<file path="config.mk">
export PLATFORM = sky130hd
export DESIGN_NAME = arithmetic_expression_lexer_core
export DESIGN_NICKNAME = d
export VERILOG_FILES = /design/src/design/ael_pkg.sv /design/src/design/ael_front.sv /design/src/design/ael_back.sv /design/src/design/ael_token_fifo.sv /design/src/design/arithmetic_expression_lexer_core.sv
export SDC_FILE = /design/constraint.sdc
export NUM_CORES = 1
export LEC_CHECK = 0
export BUFFER_PORTS_ARGS = -buffer_cell sky130_fd_sc_hd__buf_4
export CAP_MARGIN = 20
export CORE_UTILIZATION = 25
export CTS_BUF_LIST = sky130_fd_sc_hd__clkbuf_2
export CTS_CLUSTER_SIZE = 10
export DETAILED_ROUTE_END_ITERATION = 7
export GPL_TIMING_DRIVEN = 1
export PLACE_DENSITY = 0.5
export SYNTH_ARGS = -nofsm -noshare
export SYNTH_HDL_FRONTEND = slang
export SYNTH_SLANG_ARGS = --single-unit
</file>
<file path="constraint.sdc">
create_clock -name clk_i -period 6.98 [get_ports clk_i]
set_clock_uncertainty 0.2 [all_clocks]
set_input_delay 1.396 -clock clk_i [delete_from_list [all_inputs] [get_ports clk_i]]
set_output_delay 1.396 -clock clk_i [all_outputs]
set_load 0.02 [all_outputs]
</file>
<file path="src/design/ael_pkg.sv">
// Shared types, character codes and the per-step lexer rule.
package ael_pkg;

  // Character codes
  localparam logic [7:0] CH_TAB    = 8'h09;
  localparam logic [7:0] CH_LF     = 8'h0A;
  localparam logic [7:0] CH_SPACE  = 8'h20;
  localparam logic [7:0] CH_LPAREN = 8'h28;
  localparam logic [7:0] CH_RPAREN = 8'h29;
  localparam logic [7:0] CH_STAR   = 8'h2A;
  localparam logic [7:0] CH_PLUS   = 8'h2B;
  localparam logic [7:0] CH_MINUS  = 8'h2D;
  localparam logic [7:0] CH_DOT    = 8'h2E;
  localparam logic [7:0] CH_SLASH  = 8'h2F;
  localparam logic [7:0] CH_ZERO   = 8'h30;
  localparam logic [7:0] CH_NINE   = 8'h39;
  localparam logic [7:0] CH_EQUAL  = 8'h3D;
  localparam logic [7:0] CH_UP_A   = 8'h41;
  localparam logic [7:0] CH_UP_E   = 8'h45;
  localparam logic [7:0] CH_UP_Z   = 8'h5A;
  localparam logic [7:0] CH_CARET  = 8'h5E;
  localparam logic [7:0] CH_UNDER  = 8'h5F;
  localparam logic [7:0] CH_LO_A   = 8'h61;
  localparam logic [7:0] CH_LO_E   = 8'h65;
  localparam logic [7:0] CH_LO_Z   = 8'h7A;

  typedef enum logic [4:0] {
    KIND_VAR      = 5'd0,
    KIND_INT      = 5'd1,
    KIND_REAL     = 5'd2,
    KIND_COMMENT  = 5'd3,
    KIND_PLUS     = 5'd4,
    KIND_MINUS    = 5'd5,
    KIND_STAR     = 5'd6,
    KIND_CARET    = 5'd7,
    KIND_LPAREN   = 5'd8,
    KIND_RPAREN   = 5'd9,
    KIND_EQUAL    = 5'd10,
    KIND_SLASH    = 5'd11,
    KIND_ERR_INIT = 5'd12,
    KIND_ERR_VAR  = 5'd13,
    KIND_ERR_INT  = 5'd14,
    KIND_ERR_DEC  = 5'd15,
    KIND_ERR_EXP  = 5'd16,
    KIND_ERR_CHAR = 5'd17
  } token_kind_e;

  typedef enum logic [3:0] {
    ST_START    = 4'd0,
    ST_VAR      = 4'd1,
    ST_INT      = 4'd2,
    ST_DEC      = 4'd3,
    ST_EXP      = 4'd4,
    ST_EXP_SIGN = 4'd5,
    ST_EXP_DIG  = 4'd6,
    ST_SLASH    = 4'd14,
    ST_COMMENT  = 4'd15
  } dfa_state_e;

  typedef struct packed {
    logic        letter;
    logic        digit;
    logic        blank;
    logic        newline;
    logic        op;
    token_kind_e op_kind;
    logic        slash;
    logic        underscore;
    logic        dot;
    logic        e_char;
    logic        minus;
    logic        delim;
    logic        alpha;
  } char_class_t;

  typedef struct packed {
    dfa_state_e  dfa;
    logic        err;
    logic        inv;
    logic        fcf;
    logic [9:0]  len;
  } lex_state_t;

  typedef struct packed {
    lex_state_t  st;
    logic        done;
    logic        emit;
    token_kind_e kind;
    logic [9:0]  elen;
  } step_t;

  typedef struct packed {
    token_kind_e kind;
    logic [9:0]  length;
    logic        last;
  } token_t;

  typedef struct packed {
    logic [1:0]  n;
    token_t      tok0;
    token_t      tok1;
  } tok_batch_t;

  function automatic char_class_t ael_classify(logic [7:0] c);
    char_class_t cl;
    cl.letter     = ((c >= CH_LO_A) && (c <= CH_LO_Z)) || ((c >= CH_UP_A) && (c <= CH_UP_Z));
    cl.digit      = (c >= CH_ZERO) && (c <= CH_NINE);
    cl.newline    = (c == CH_LF);
    cl.blank      = (c == CH_LF) || (c == CH_TAB) || (c == CH_SPACE);
    cl.slash      = (c == CH_SLASH);
    cl.underscore = (c == CH_UNDER);
    cl.dot        = (c == CH_DOT);
    cl.e_char     = (c == CH_LO_E) || (c == CH_UP_E);
    cl.minus      = (c == CH_MINUS);
    cl.op         = 1'b1;
    unique case (c)
      CH_PLUS:   cl.op_kind = KIND_PLUS;
      CH_MINUS:  cl.op_kind = KIND_MINUS;
      CH_STAR:   cl.op_kind = KIND_STAR;
      CH_CARET:  cl.op_kind = KIND_CARET;
      CH_LPAREN: cl.op_kind = KIND_LPAREN;
      CH_RPAREN: cl.op_kind = KIND_RPAREN;
      CH_EQUAL:  cl.op_kind = KIND_EQUAL;
      CH_SLASH:  cl.op_kind = KIND_SLASH;
      default: begin
        cl.op      = 1'b0;
        cl.op_kind = KIND_VAR;
      end
    endcase
    cl.delim = cl.op || cl.blank;
    cl.alpha = cl.letter || cl.digit || cl.delim || cl.underscore || cl.dot;
    return cl;
  endfunction

  function automatic logic [9:0] ael_gather(logic [9:0] len, logic [9:0] cap);
    return (len < cap) ? len + 10'd1 : len;
  endfunction

  // One pass of the lexer rule for the current character.
  function automatic step_t ael_step(char_class_t cl, lex_state_t st_in, logic [9:0] cap);
    step_t      r;
    lex_state_t s;
    logic       done;
    s      = st_in;
    done   = 1'b0;
    r.emit = 1'b0;
    r.kind = KIND_VAR;
    r.elen = '0;
    if (!cl.alpha) begin
      s.inv = 1'b1;
      s.err = 1'b1;
      done  = 1'b1;
    end
    if ((s.inv || s.err) && cl.delim && (s.dfa != ST_COMMENT)) begin
      // Close a malformed token.
      r.emit = 1'b1;
      r.elen = s.len;
      if (s.inv) begin
        r.kind = KIND_ERR_CHAR;
      end else begin
        unique case (s.dfa)
          ST_START: r.kind = KIND_ERR_INIT;
          ST_VAR:   r.kind = KIND_ERR_VAR;
          ST_INT:   r.kind = KIND_ERR_INT;
          ST_DEC:   r.kind = KIND_ERR_DEC;
          default:  r.kind = KIND_ERR_EXP;
        endcase
      end
      s.len = '0;
      s.dfa = ST_START;
      s.inv = 1'b0;
      s.err = 1'b0;
    end else begin
      unique case (s.dfa)
        ST_START: begin
          if (cl.blank) begin
            done = 1'b1;
          end else if (!(cl.letter || cl.digit || cl.op)) begin
            s.len = ael_gather(s.len, cap);
            s.err = 1'b1;
            done  = 1'b1;
          end else if (cl.slash) begin
            s.dfa = ST_SLASH;
            s.fcf = 1'b1;
          end else if (cl.digit) begin
            s.dfa = ST_INT;
            s.fcf = 1'b1;
          end else if (cl.op) begin
            r.emit = 1'b1;
            r.kind = cl.op_kind;
            r.elen = 10'd1;
            s.len  = '0;
            done   = 1'b1;
          end else begin
            s.dfa = ST_VAR;
            s.fcf = 1'b1;
          end
        end
        ST_VAR: begin
          if (cl.letter || cl.digit || cl.underscore) begin
            s.len = ael_gather(s.len, cap);
            done  = 1'b1;
          end else if (cl.delim) begin
            r.emit = 1'b1;
            r.kind = KIND_VAR;
            r.elen = s.len;
            s.len  = '0;
            s.dfa  = ST_START;
          end else begin
            s.len = ael_gather(s.len, cap);
            s.err = 1'b1;
            done  = 1'b1;
          end
        end
        ST_INT: begin
          if (cl.digit || cl.dot) begin
            s.len = ael_gather(s.len, cap);
            done  = 1'b1;
            if (cl.dot && !s.err) begin
              s.dfa = ST_DEC;
              s.fcf = 1'b1;
            end
          end else if (cl.delim) begin
            r.emit = 1'b1;
            r.kind = KIND_INT;
            r.elen = s.len;
            s.len  = '0;
            s.dfa  = ST_START;
          end else begin
            s.len = ael_gather(s.len, cap);
            s.err = 1'b1;
            done  = 1'b1;
          end
        end
        ST_DEC: begin
          if (cl.digit || cl.e_char) begin
            s.len = ael_gather(s.len, cap);
            done  = 1'b1;
            if (cl.e_char && !s.err) begin
              if (s.fcf) begin
                s.err = 1'b1;
              end else begin
                s.dfa = ST_EXP;
              end
            end
          end else if (cl.delim) begin
            r.emit = 1'b1;
            r.kind = KIND_REAL;
            r.elen = s.len;
            s.len  = '0;
            s.dfa  = ST_START;
          end else begin
            s.len = ael_gather(s.len, cap);
            s.err = 1'b1;
            done  = 1'b1;
          end
          s.fcf = 1'b0;
        end
        ST_EXP: begin
          if ((cl.digit || cl.minus) && !s.err) begin
            s.len = ael_gather(s.len, cap);
            done  = 1'b1;
            s.dfa = cl.minus ? ST_EXP_SIGN : ST_EXP_DIG;
          end else if (cl.delim) begin
            s.err = 1'b1;
          end else begin
            s.len = ael_gather(s.len, cap);
            s.err = 1'b1;
            done  = 1'b1;
          end
        end
        ST_EXP_SIGN: begin
          if (cl.digit) begin
            s.len = ael_gather(s.len, cap);
            s.dfa = ST_EXP_DIG;
            done  = 1'b1;
          end else if (cl.delim) begin
            s.err = 1'b1;
          end else begin
            s.len = ael_gather(s.len, cap);
            s.err = 1'b1;
            done  = 1'b1;
          end
        end
        ST_EXP_DIG: begin
          if (cl.digit) begin
            s.len = ael_gather(s.len, cap);
            done  = 1'b1;
          end else if (cl.delim) begin
            r.emit = 1'b1;
            r.kind = KIND_REAL;
            r.elen = s.len;
            s.len  = '0;
            s.dfa  = ST_START;
          end else begin
            s.len = ael_gather(s.len, cap);
            s.err = 1'b1;
            done  = 1'b1;
          end
        end
        ST_SLASH: begin
          if (cl.slash) begin
            s.len = ael_gather(s.len, cap);
            done  = 1'b1;
            if (!s.fcf) begin
              s.dfa = ST_COMMENT;
            end
          end else begin
            r.emit = 1'b1;
            r.kind = KIND_SLASH;
            r.elen = 10'd1;
            s.len  = '0;
            s.dfa  = ST_START;
          end
          s.fcf = 1'b0;
        end
        ST_COMMENT: begin
          if (cl.newline) begin
            r.emit = 1'b1;
            r.kind = KIND_COMMENT;
            r.elen = s.len;
            s.len  = '0;
            s.dfa  = ST_START;
          end else begin
            s.len = ael_gather(s.len, cap);
          end
          done = 1'b1;
        end
        default: begin
          s.dfa = ST_START;
        end
      endcase
    end
    r.st   = s;
    r.done = done;
    return r;
  endfunction

endpackage

</file>
<file path="src/design/ael_front.sv">
// Front end: accept bytes, classify them and hold the classes in a two-entry queue.
module ael_front (
  input  logic                 clk_i,
  input  logic                 rst_ni,
  input  logic                 push_i,
  input  logic [7:0]           char_byte_i,
  output logic                 full_o,
  output logic                 cls_valid_o,
  output ael_pkg::char_class_t cls_o,
  input  logic                 cls_pop_i
);

  localparam int unsigned Depth = 2;
  localparam int unsigned PtrW  = $clog2(Depth);

  ael_pkg::char_class_t    mem_q [Depth];
  logic [PtrW-1:0]         wr_ptr_q, wr_ptr_d;
  logic [PtrW-1:0]         rd_ptr_q, rd_ptr_d;
  logic [PtrW:0]           count_q, count_d;
  logic                    wr_en, rd_en;

  assign full_o      = (count_q == (PtrW+1)'(Depth));
  assign cls_valid_o = (count_q != '0);
  assign cls_o       = mem_q[rd_ptr_q];
  assign wr_en       = push_i && !full_o;
  assign rd_en       = cls_pop_i && cls_valid_o;

  always_comb begin
    wr_ptr_d = wr_en ? wr_ptr_q + 1'b1 : wr_ptr_q;
    rd_ptr_d = rd_en ? rd_ptr_q + 1'b1 : rd_ptr_q;
    count_d  = count_q + (PtrW+1)'(wr_en) - (PtrW+1)'(rd_en);
  end

  always_ff @(posedge clk_i or negedge rst_ni) begin
    if (!rst_ni) begin
      wr_ptr_q <= '0;
      rd_ptr_q <= '0;
      count_q  <= '0;
    end else begin
      wr_ptr_q <= wr_ptr_d;
      rd_ptr_q <= rd_ptr_d;
      count_q  <= count_d;
    end
  end

  always_ff @(posedge clk_i) begin
    if (wr_en) begin
      mem_q[wr_ptr_q] <= ael_pkg::ael_classify(char_byte_i);
    end
  end

endmodule

</file>
<file path="src/design/ael_back.sv">
// Back end: the lexer state and the per-byte token rule.
module ael_back #(
  parameter logic [9:0] LEN_CAP = 10'd1023
) (
  input  logic                 clk_i,
  input  logic                 rst_ni,
  input  logic                 cls_valid_i,
  input  ael_pkg::char_class_t cls_i,
  output logic                 cls_pop_o,
  input  logic                 room_i,
  output ael_pkg::tok_batch_t  batch_o
);

  ael_pkg::lex_state_t state_q, state_d;
  logic                take;

  assign take      = cls_valid_i && room_i;
  assign cls_pop_o = take;

  // A byte needs at most four passes of the rule; passes after the final one hold.
  always_comb begin
    ael_pkg::lex_state_t st [5];
    logic                done [5];
    ael_pkg::step_t      r [4];
    ael_pkg::tok_batch_t b;
    st[0]   = state_q;
    done[0] = 1'b0;
    b       = '0;
    for (int i = 0; i < 4; i++) begin
      r[i] = ael_pkg::ael_step(cls_i, st[i], LEN_CAP);
      if (!done[i]) begin
        st[i+1]   = r[i].st;
        done[i+1] = r[i].done;
        if (r[i].emit) begin
          if (b.n == 2'd0) begin
            b.tok0.kind   = r[i].kind;
            b.tok0.length = r[i].elen;
          end else begin
            b.tok1.kind   = r[i].kind;
            b.tok1.length = r[i].elen;
          end
          b.n = b.n + 2'd1;
        end
      end else begin
        st[i+1]   = st[i];
        done[i+1] = 1'b1;
      end
    end
    // A newline always returns to the start of a line.
    if (cls_i.newline) begin
      st[4].dfa = ael_pkg::ST_START;
      st[4].fcf = 1'b1;
    end
    b.tok0.last = (b.n == 2'd1);
    b.tok1.last = (b.n == 2'd2);
    if (!take) begin
      b.n = 2'd0;
    end
    batch_o = b;
    state_d = take ? st[4] : state_q;
  end

  always_ff @(posedge clk_i or negedge rst_ni) begin
    if (!rst_ni) begin
      state_q.dfa <= ael_pkg::ST_START;
      state_q.err <= 1'b0;
      state_q.inv <= 1'b0;
      state_q.fcf <= 1'b1;
      state_q.len <= '0;
    end else begin
      state_q <= state_d;
    end
  end

  a_len_capped: assert property (@(posedge clk_i) disable iff (!rst_ni)
    state_q.len <= LEN_CAP)
    else $error("gathered length above cap");

  a_newline_restarts: assert property (@(posedge clk_i) disable iff (!rst_ni)
    (take && cls_i.newline) |=> (state_q.dfa == ael_pkg::ST_START) && state_q.fcf)
    else $error("newline did not return to start");

  a_comment_on_newline: assert property (@(posedge clk_i) disable iff (!rst_ni)
    ((batch_o.n != 2'd0) && (batch_o.tok0.kind == ael_pkg::KIND_COMMENT)) |-> cls_i.newline)
    else $error("comment closed without newline");

endmodule

</file>
<file path="src/design/ael_token_fifo.sv">
// Result queue: up to two tokens written per cycle, one read per cycle.
module ael_token_fifo (
  input  logic                clk_i,
  input  logic                rst_ni,
  input  ael_pkg::tok_batch_t batch_i,
  output logic                room_o,
  output logic                empty_o,
  input  logic                pop_i,
  output ael_pkg::token_t     head_o
);

  localparam int unsigned Depth = 4;
  localparam int unsigned PtrW  = $clog2(Depth);

  ael_pkg::token_t  mem_q [Depth];
  logic [PtrW-1:0]  wr_ptr_q, wr_ptr_d;
  logic [PtrW-1:0]  rd_ptr_q, rd_ptr_d;
  logic [PtrW:0]    count_q, count_d;
  logic             rd_en;

  assign empty_o = (count_q == '0);
  assign room_o  = (count_q <= (PtrW+1)'(Depth - 2));
  assign head_o  = mem_q[rd_ptr_q];
  assign rd_en   = pop_i && !empty_o;

  always_comb begin
    wr_ptr_d = wr_ptr_q + PtrW'(batch_i.n);
    rd_ptr_d = rd_en ? rd_ptr_q + 1'b1 : rd_ptr_q;
    count_d  = count_q + (PtrW+1)'(batch_i.n) - (PtrW+1)'(rd_en);
  end

  always_ff @(posedge clk_i or negedge rst_ni) begin
    if (!rst_ni) begin
      wr_ptr_q <= '0;
      rd_ptr_q <= '0;
      count_q  <= '0;
    end else begin
      wr_ptr_q <= wr_ptr_d;
      rd_ptr_q <= rd_ptr_d;
      count_q  <= count_d;
    end
  end

  always_ff @(posedge clk_i) begin
    if (batch_i.n != 2'd0) begin
      mem_q[wr_ptr_q] <= batch_i.tok0;
    end
    if (batch_i.n == 2'd2) begin
      mem_q[wr_ptr_q + 1'b1] <= batch_i.tok1;
    end
  end

  a_no_overflow: assert property (@(posedge clk_i) disable iff (!rst_ni)
    (batch_i.n != 2'd0) |-> ((4'(count_q) + 4'(batch_i.n)) <= 4'(Depth)))
    else $error("token queue overflow");

  a_count_bound: assert property (@(posedge clk_i) disable iff (!rst_ni)
    count_q <= (PtrW+1)'(Depth))
    else $error("token count out of range");

endmodule

</file>
<file path="src/design/arithmetic_expression_lexer_core.sv">
// Top level of the arithmetic expression lexer.
//
// Usage: write one ASCII byte per transfer on the input queue (push, full,
// char_byte_i). Read tokens from the result queue (empty, pop and the
// token_* ports); the oldest token sits on the ports while empty is low.
// Each byte yields zero, one or two tokens; last_in_run_o marks the final
// token of a byte. A newline ends the line and restarts the lexer.
//
// An accepted byte is classified into the class queue; the back end then
// writes its tokens into the token queue. Throughput: one byte per cycle
// while the token queue has room, as the back-end rule is combinational;
// a byte that yields two tokens needs two pops to drain.
//
// Reset clears both queues and puts the lexer in its start state with the
// first-character flag set. When the reader stalls, the four-entry token
// queue fills; once fewer than two slots are free the back end holds, the
// two-entry class queue fills and full rises.
module arithmetic_expression_lexer_core #(
  parameter int unsigned MAX_TOKEN_LENGTH = 1023
) (
  input  logic       clk_i,
  input  logic       rst_ni,
  input  logic       push,
  output logic       full,
  input  logic [7:0] char_byte_i,
  output logic       empty,
  input  logic       pop,
  output logic [4:0] token_kind_o,
  output logic [9:0] token_length_o,
  output logic       last_in_run_o
);

  // Lengths saturate at the parameter, never above what the port can show.
  localparam logic [9:0] LenCap =
    (MAX_TOKEN_LENGTH > 1023) ? 10'd1023 : 10'(MAX_TOKEN_LENGTH);

  logic                 cls_valid;
  logic                 cls_pop;
  ael_pkg::char_class_t cls;
  logic                 room;
  ael_pkg::tok_batch_t  batch;
  ael_pkg::token_t      head;

  // Front: accept and classify bytes.
  ael_front u_front (
    .clk_i       (clk_i),
    .rst_ni      (rst_ni),
    .push_i      (push),
    .char_byte_i (char_byte_i),
    .full_o      (full),
    .cls_valid_o (cls_valid),
    .cls_o       (cls),
    .cls_pop_i   (cls_pop)
  );

  // Back: advance the lexer one byte per cycle while the token queue has room.
  ael_back #(
    .LEN_CAP (LenCap)
  ) u_back (
    .clk_i       (clk_i),
    .rst_ni      (rst_ni),
    .cls_valid_i (cls_valid),
    .cls_i       (cls),
    .cls_pop_o   (cls_pop),
    .room_i      (room),
    .batch_o     (batch)
  );

  // Hold finished tokens until the reader takes them.
  ael_token_fifo u_tok_fifo (
    .clk_i   (clk_i),
    .rst_ni  (rst_ni),
    .batch_i (batch),
    .room_o  (room),
    .empty_o (empty),
    .pop_i   (pop),
    .head_o  (head)
  );

  assign token_kind_o   = head.kind;
  assign token_length_o = head.length;
  assign last_in_run_o  = head.last;

endmodule
</file>
==> metrics.yaml <==
run_status:
  outcome: "completed"
yosys:
  netlist.area_leader.share_pct: 28.05
  synthesis.instances: 1122
  syn-cell-area_um2: 10280
  synth_largest_area_cell: "edfxtp_1"
  synthFlopType: "edfxtp_1"
  ys_ff_latch: 124
  ys_warn_count: 0
  ys_seq_area_share_pct: 34.88
  async_reset_ff_share_pct: 22.58
  synth.most_common_cell: "nor2_1"
  ys_types: 122
  yosys-top-cells-area: "edfxtp_1 28%, dfrtp_1 6.6%, nor2_1 4.9%, nand2_1 4.4%, mux4_2 3.5%"
  synthTopCellsByCount: "135 x nor2_1, 120 x nand2_1, 96 x edfxtp_1, 67 x o21ai_0, 58 x a21oi_1"
  synth_edf_count: 96
  synthesis.nets: 1147
  syn_avg_cell_area_um2: 9.161
critical_path:
  cpMostUsedCell: "ha_1"
  max_stage_delay_ns: 0.70
  worstSetupStartpointType: "flop"
  critPathCaptureType: "flop"
  required_ns: 7.49
  cp.arrival_ns: 6.97
  worstPathCellList: "nand4_1, o22ai_4, a2111o_1, nor3_2, o22ai_1, nand2_1, inv_1, ha_1, a21bo_2, a211oi_4, nor4b_4, a32oi_1, o311ai_2, ha_1, o21ai_1, nand4b_4, or2_1, and2_4, a311o_1, ha_1, nand2_1, a31oi_1"
  crit_type: "reg -> reg"
  crit_fanout: 29
  crit_path_top_delay_cell: "dfrtp_4"
  reg2reg_slack_ns: 0.53
placement:
  io_buffer_count: 29
  finalWeightedCongestion: 0.9753
  dpl_cell_area_um2: 11290
  dp_hpwl_mm: 28.87
  pre_cts_slack_ns: 0.2451
drt:
  drc_errors: 0
  drt_iter0_markers: 1004
  routedWlPerCell_um: 22.22
  drt-total-wl_mm: 38.02
  vias: 9648
  drt_first_pass_iters: 5
  vias_per_cell: 5.639
  ant_nets: 0
die:
  core_area_um2: 40100
  start_util_pct: 25.63
  die_area_um2: 41930
  die_w_um: 204.8
  die_y_um: 204.8
  io_pins: 30
  rows: 73
clock_network:
  clk_pin_slew_ns: 0.38
  hold_buffers: 0
  cts.sinks: 124
  h-tree-depth: 4
  clock_latency_ns: 0.86
  cts_buffer_depth: 2
  cts_tree: "built"
  cts_buffers: 17
  root_buffer: "clkbuf_2"
global_route:
  grt.overflow.total: 0
  grt_max_degree: 34
  grt_pass1_vias: 9447
  antenna_found_initial: 2
  grt_pass1_wl_mm: 58.02
  track_usage_pct: 18.37
sta:
  setup_ws_ns: 0.5283
  fin_crit_sh_pct: 92.43
  min_period_ns: 6.452
  grt_setup_unrepaired: "false"
  hold_viol_final: 0
  fmax_mhz: 155.0
  drv_slew: 0
  slew_headroom_pct: 28.29
  setup_viol: 0
  tns_ns: 0
  worst_pin_slew_ns: 1.064
finish:
  fin_util_pct: 29.15
  area_growth_pct: 13.71
  nets: 1196
  register_area_um2: 3597
  layout-drive-gt1-share_pct: 21.37
  multi_input_area_um2: 6346
  fillCellCount: 4225
  design_area_um2: 11690
min_path:
  hold_class: "in -> async"
job:
  cap_violations: 0
-- placed cells by master (no fill, tap or decap), types with 10 or more instances in the layout --
cell type	n
nor3_1	39
nand2b_1	19
nand4b_1	10
inv_1	27
mux2i_1	26
nand3_1	29
buf_4	94
and3_1	15
a31oi_1	18
o211ai_1	15
a21oi_1	57
ha_1	12
o21ai_0	66
clkbuf_2	17
nand4_1	12
xnor2_1	10
dfrtp_1	23
nor2_1	135
mux2_2	13
o22ai_1	11
edfxtp_1	96
mux4_2	16
and2_1	14
nand2_1	120
nor4_1	10
o31ai_1	10
-- final cells by class --
type	count	share of cell area, %
Tap cell	525	5.620
Antenna cell	2	0.04282
Multi-Input combinational cell	905	54.30
Timing Repair Buffer	95	6.134
Sequential cell	124	30.78
Clock buffer	17	0.7280
Clock inverter	15	1.499
Inverter	28	0.8993
-- cell families (layout without fill, tap and decap cells) --
logic type                 count (synthesis)  after routing  share of synthesized area (%)
AOI/OAI and AO/OA                        323            323                          23.68
other                                      0              2                              0
and+or+nand+nor                          497            497                          26.46
buffers and inverters                     93            155                          4.260
DFF                                      124            124                          34.88
muxes                                     58             58                          7.876
adders and majority gates                 13             13                          1.655
xor gates and xnor gates                  14             14                          1.193
-- through the flow --
step | instances | hold WS, ns
after global placement | 1669 | 0.2769
after global routing | 1710 | 0.1779
after floorplan | 1122 | 0.2608
after detailed placement | 1669 | 0.2848
after CTS | 1701 | 0.1730
final | 1711 | 0.1952
-- worst paths after layout --
kind,startpoint,end,depth (start not counted)
worst max-delay path,u_back.state_q[13]$_DFFE_PN0P_,u_back.state_q[1]$_DFFE_PN0P_,22
worst min-delay path,rst_ni,u_back.state_q[11]$_DFFE_PN0P_,1
worst max register to register,u_back.state_q[13]$_DFFE_PN0P_,u_back.state_q[1]$_DFFE_PN0P_,22
worst min register to register,u_front.wr_ptr_q$_DFFE_PN0P_,u_front.wr_ptr_q$_DFFE_PN0P_,1
max in group asynchronous,rst_ni,u_front.rd_ptr_q$_DFFE_PN0P_,1
min in group clk_i,u_front.wr_ptr_q$_DFFE_PN0P_,u_front.wr_ptr_q$_DFFE_PN0P_,1
-- what timing repair did --
item,in CTS,in global routing
setup endpoints to repair,0,7
hold endpoints to repair,0,0
gates resized for setup,0,15
buffers inserted,0,8
-- critical path, delay by kind of cell (launching register included) --
kind                     cells  cell delay (ns)
flip-flops                   1             0.70
AO/OA/AOI/OAI               10             2.65
adder cells (fa/ha/maj)      3             0.75
AND/OR/NAND/NOR              8             1.89
buffers and inverters        1             0.15
-- per-layer routing --
metal / part of all wire (%) / global-route usage (%) / wire length, um / vias up
met1: 44 / 24.32 / 16610 / 4713
li1: - / - / - / 4432
met5: 0 / 0 / 0 / -
met4: 3.3 / 7.223 / 1251 / 0
met2: 46 / 29.40 / 17500 / 420
met3: 7.0 / 3.373 / 2660 / 83
-- flip-flops by register name, indices dropped and copies added, names as in the netlist --
| register | flops |
|---|---|
| u_back.state_q | 17 |
| u_tok_fifo.mem_q | 64 |
| u_front.wr_ptr_q | 1 |
| u_tok_fifo.rd_ptr_q | 2 |
| u_tok_fifo.count_q | 3 |
| u_tok_fifo.wr_ptr_q | 2 |
| u_front.rd_ptr_q | 1 |
| u_front.count_q | 2 |
| u_front.mem_q | 32 |
Power is not shown: default switching activity piles up to over one toggle a cycle in this logic, so the estimate is an artifact.
